<file path="src/hdl/stdp_pkg.sv">
package stdp_pkg;

    // Item kinds carried in s_tuser.
    localparam logic [1:0] KIND_PRE   = 2'd0;
    localparam logic [1:0] KIND_POST  = 2'd1;
    localparam logic [1:0] KIND_APPLY = 2'd2;
    localparam logic [1:0] KIND_LOAD  = 2'd3;

    // Configuration register indexes.
    localparam logic [2:0] CFG_TAU_PLUS    = 3'd0;
    localparam logic [2:0] CFG_TAU_MINUS   = 3'd1;
    localparam logic [2:0] CFG_DECAY_PLUS  = 3'd2;
    localparam logic [2:0] CFG_DECAY_MINUS = 3'd3;
    localparam logic [2:0] CFG_GAIN_PLUS   = 3'd4;
    localparam logic [2:0] CFG_GAIN_MINUS  = 3'd5;

    localparam logic [5:0]  TAU_RESET   = 6'd16;
    localparam logic [15:0] DECAY_RESET = 16'd61565;
    localparam logic [15:0] GAIN_RESET  = 16'd4096;

    localparam int ACC_W = 48;

    typedef struct packed {
        logic capture;
        logic rd;
        logic decide;
        logic spike_wr;
        logic load_wr;
        logic pair_init;
        logic pair_rd;
        logic pow_init;
        logic pow_step;
        logic mul;
        logic acc;
        logic finish;
        logic emit;
    } stdp_cmd_t;

    typedef struct packed {
        logic [1:0] kind;
        logic       in_range;
        logic       spike_ok;
        logic       both_full;
        logic       pairs_empty;
        logic       pow_done;
        logic       last_pair;
        logic       out_free;
    } stdp_status_t;

endpackage

</file>
<file path="src/hdl/stdp_ctrl.sv">
module stdp_ctrl
    import stdp_pkg::*;
(
    input  logic         aclk,
    input  logic         aresetn,
    input  logic         s_tvalid,
    output logic         s_tready,
    input  stdp_status_t status,
    output stdp_cmd_t    cmd
);

    localparam logic [3:0] ST_IDLE    = 4'd0;
    localparam logic [3:0] ST_READ    = 4'd1;
    localparam logic [3:0] ST_DEC     = 4'd2;
    localparam logic [3:0] ST_PAIR_RD = 4'd3;
    localparam logic [3:0] ST_PAIR_D  = 4'd4;
    localparam logic [3:0] ST_POW     = 4'd5;
    localparam logic [3:0] ST_MUL     = 4'd6;
    localparam logic [3:0] ST_ACC     = 4'd7;
    localparam logic [3:0] ST_FIN     = 4'd8;
    localparam logic [3:0] ST_EMIT    = 4'd9;

    logic [3:0] state_reg, state_next;

    assign s_tready = (state_reg == ST_IDLE);

    always_ff @(posedge aclk) begin
        if (!aresetn) begin
            state_reg <= ST_IDLE;
        end else begin
            state_reg <= state_next;
        end
    end

    always_comb begin
        state_next = state_reg;
        cmd        = '0;
        case (state_reg)
            ST_IDLE: begin
                if (s_tvalid) begin
                    cmd.capture = 1'b1;
                    state_next  = ST_READ;
                end
            end
            ST_READ: begin
                cmd.rd     = 1'b1;
                state_next = ST_DEC;
            end
            ST_DEC: begin
                cmd.decide = 1'b1;
                state_next = ST_EMIT;
                if (status.in_range) begin
                    case (status.kind)
                        KIND_PRE, KIND_POST: cmd.spike_wr = status.spike_ok;
                        KIND_LOAD:           cmd.load_wr  = 1'b1;
                        KIND_APPLY: begin
                            if (status.both_full) begin
                                cmd.pair_init = 1'b1;
                                state_next = status.pairs_empty ? ST_FIN : ST_PAIR_RD;
                            end
                        end
                        default: ;
                    endcase
                end
            end
            ST_PAIR_RD: begin
                cmd.pair_rd = 1'b1;
                state_next  = ST_PAIR_D;
            end
            ST_PAIR_D: begin
                cmd.pow_init = 1'b1;
                state_next   = ST_POW;
            end
            ST_POW: begin
                if (status.pow_done) begin
                    state_next = ST_MUL;
                end else begin
                    cmd.pow_step = 1'b1;
                end
            end
            ST_MUL: begin
                cmd.mul    = 1'b1;
                state_next = ST_ACC;
            end
            ST_ACC: begin
                cmd.acc    = 1'b1;
                state_next = status.last_pair ? ST_FIN : ST_PAIR_RD;
            end
            ST_FIN: begin
                cmd.finish = 1'b1;
                state_next = ST_EMIT;
            end
            ST_EMIT: begin
                if (status.out_free) begin
                    cmd.emit   = 1'b1;
                    state_next = ST_IDLE;
                end
            end
            default: state_next = ST_IDLE;
        endcase
    end

endmodule

</file>
<file path="config.mk">
export PLATFORM = sky130hd
export DESIGN_NAME = stdp_ctrl
export DESIGN_NICKNAME = d
export VERILOG_FILES = /design/src/hdl/stdp_pkg.sv /design/src/hdl/stdp_ctrl.sv
export SDC_FILE = /design/constraint.sdc
export NUM_CORES = 1
export LEC_CHECK = 0
export BUFFER_PORTS_ARGS = -buffer_cell sky130_fd_sc_hd__buf_2
export CAP_MARGIN = 5
export CORE_MARGIN = 4
export CORE_UTILIZATION = 25
export DETAILED_ROUTE_END_ITERATION = 8
export PLACE_DENSITY = 0.56
export REMOVE_ABC_BUFFERS = 1
export SLEW_MARGIN = 20
export SYNTH_ARGS = -nofsm -noshare
export SYNTH_HDL_FRONTEND = slang
export SYNTH_SLANG_ARGS = --single-unit
</file>
<file path="constraint.sdc">
create_clock -name aclk -period 3.2 [get_ports aclk]
set_input_delay 0 -clock aclk [delete_from_list [all_inputs] [get_ports aclk]]
set_output_delay 0 -clock aclk [all_outputs]
set_load 0.05 [all_outputs]
</file>
==> results.md <==
- Status: complete, no violations
- Post-CTS setup buffers: 0
- Worst Setup Start Kind: register
- Core Area: 1560 um2
- FILL cells: 167
- Clock buffer depth: 2
- First drt pass iteration count: 4
- R2R depth: 4
- Average cell area after synthesis: 7.62 um2
- HPWL Detailed: 888 um
- Vias in the first global route: 426
- Clk sinks: 4
- Largest net degree at the start of global routing: 15
- Reg-to-reg slack, setup: 1.77 ns
- Htree depth: 1
- First-pass GRT wire length: 1800 um
- Clk network pwr share: 0.131
- Vias/cell: 5.08
- Cell taking the most area after synthesis: dfxtp_1
- Full die area: 2430 um2
- Fin nets: 94
- RSZ-0062 raised after global routing: false
- Hold_ws: 0.0242 ns
- Row Count: 14
- Synth top cells by count: nor2_1 (6), nand2_1 (5), nand2b_1 (5), nor3_1 (5), dfxtp_1 (4)
- GRT Total Usage: 0.0940
- Worst setup margin: 1.55 ns
- EDFF count, synth: 0
- Max reg flops: 4
- CTS tree: done
- Via count: 488
- Slew margin rel.: 0.673
- Final wirelength: 1120 um
- Sum Neg Setup Slack: 0 ns
- Share of the synthesized area in the top cell type: 0.188
- Initial DRC count: 6
- Synth top area cells: dfxtp_1 (19%), nand2b_1 (7.3%), nor3_1 (5.9%)
- Placed Instance Area: 549 um2
- Slew Limit Fails: 0
- Share of post-route cells with drive strength above 1: 0.400
- Worst skew pair latency: 0.23 ns
- RR Startpoint: state_reg[1]$_SDFFE_PN0P_
- Flop pwr share: 0.247
- CP Class: register to primary output
- Crit path capture: cmd[9]
- Most instantiated library cell after synthesis: nor2_1
- Routed len/inst: 11.7 um
- CP Capture Type: primary output
- Clock-pin slew on the worst setup and hold paths: 0.04 ns
- Synth cell types: 25
- Worst Path Max Fanout: 13
- Setup violators final: 0
- IO Port Bufs: 25
- Die Y: 49.3 um
- Overflow after GRT: 0
- Yosys warnings: 0
- CP required: 3.20 ns
- CTS root buf: clkbuf_4
- ANT nets after route: 0
- Final worst path period need: 1.65 ns
- Max Freq: 605 MHz
- Comb pwr share: 0.622
- Final Skew: 0.00191 ns
- Worst Setup SP: state_reg[1]$_SDFFE_PN0P_
- CTS buffer count: 3
- Post-synthesis cell count: 56
- Ports: 26
- Hold crit path type: input port to register
- DIE WIDTH: 49.3 um
- Tcrit/Tclk final: 0.516
- PD cells: 834 nW/um2
- Post-route cell area: 572 um2
- Diodes inserted: 0
- Leak Pwr: 0.270 nW
- Internal Power: 0.205 mW
- Initial core utilization: 0.274
- Pre-CTS WS: 1.76 ns
- CTS resizes: 0
- Post-Synthesis Cell Area: 427 um2
- Asr flop ratio synth: 0
- Seq/Total Area, Yosys: 0.188
- DR DRC count: 0
- R2R Path End: state_reg[0]$_SDFFE_PN0P_
- Main flop type after synthesis: dfxtp_1
- NetSw: 0.272 mW
- Peak supply drop: 0.000589 V
- RePlAce Congestion: 0.717
- Syn-to-layout area delta: 34.0%
- Tightest Pin Transition: 0.490 ns
- Initial antenna violation count: 0
- CP arrival: 1.65 ns
- Hold Buf Count CTS: 0
- Hold Fails Final Rpt: 0
- Max-cap violations: 0
- Synth Register Bits: 4
- Switching Share: 0.571
-- cells by family (layout without fill, tap and decap cells) --
logic type	Yosys count	after routing	synth area share
simple gates	33	33	0.504
mux	1	1	0.0235
xor+xnor	1	1	0.0205
compound gates	11	11	0.194
buf+inv	6	30	0.0704
flops	4	4	0.188
-- placed cells by master, fill, tap and decap left out, drive strengths merged --
cell / synthesis / layout
nand2: 5 / 5
a211oi: 2 / 2
mux2i: 1 / 1
nand4b: 1 / 1
o32a: 1 / 1
and2: 1 / 1
and4b: 2 / 2
nor3b: 3 / 3
clkbuf: 0 / 3
nor2: 6 / 6
a21boi: 3 / 3
nor4: 2 / 2
inv: 2 / 2
nand2b: 5 / 5
nor3: 6 / 6
o21ai: 1 / 1
o2bb2ai: 1 / 1
and4: 1 / 1
nor4b: 1 / 1
dfxtp: 4 / 4
xor2: 1 / 1
buf: 4 / 25
a21oi: 3 / 3
-- routing by layer --
metal	up-vias	wire length, um	GRT usage	share of wire
met4	0	14	0.0427	0.012
met2	16	511	0.141	0.46
met5	-	0	0	0
li1	252	-	-	-
met1	218	514	0.115	0.46
met3	2	82	0.0398	0.073
-- power by group through the flow --
stage	sequential, mW	clock [mW]	combinational (mW)
after floorplan	0.105	0	0.242
after global placement	0.118	0	0.298
after detailed placement	0.119	0	0.298
after CTS	0.118	0.0657	0.299
after global routing	0.123	0.0705	0.318
final	0.118	0.0622	0.296
-- how the worst min path moves through the flow --
stage                        from                   endpoint  slack (ns)  depth (start not counted)
after CTS                 aresetn  state_reg[0]$_SDFFE_PN0P_        0.02                          2
after detailed placement  aresetn  state_reg[0]$_SDFFE_PN0P_        0.26                          2
after floorplan           aresetn  state_reg[0]$_SDFFE_PN0P_        0.11                          1
after global placement    aresetn  state_reg[0]$_SDFFE_PN0P_        0.27                          2
after global routing      aresetn  state_reg[0]$_SDFFE_PN0P_        0.02                          2
final                     aresetn  state_reg[0]$_SDFFE_PN0P_        0.02                          2
-- through the flow --
stage	std cells	util	power, mW
6_report	96	0.367	0.477
5_1_grt	96	0.367	0.511
3_5_place_dp	93	0.352	0.418
3_3_place_gp	93	0.352	0.417
4_1_cts	96	0.367	0.482
2_1_floorplan	52	-	0.347
-- final cells by class --
cell class	instances	area (um2)	share of cell area
clock buffers	3	22.5	0.0394
flip-flops and latches	4	80.1	0.140
inverters	2	7.51	0.0131
repair buffers	25	125	0.219
well taps	16	20.0	0.0350
multi-input cells	46	317	0.554
-- critical path: stages, from the launching register on --
cell,delay [ns]
dfxtp_1,0.57
nor4b_4,0.36
and4b_1,0.22
buf_2,0.26
No activity file was read; power rests on OpenSTA's default activity.
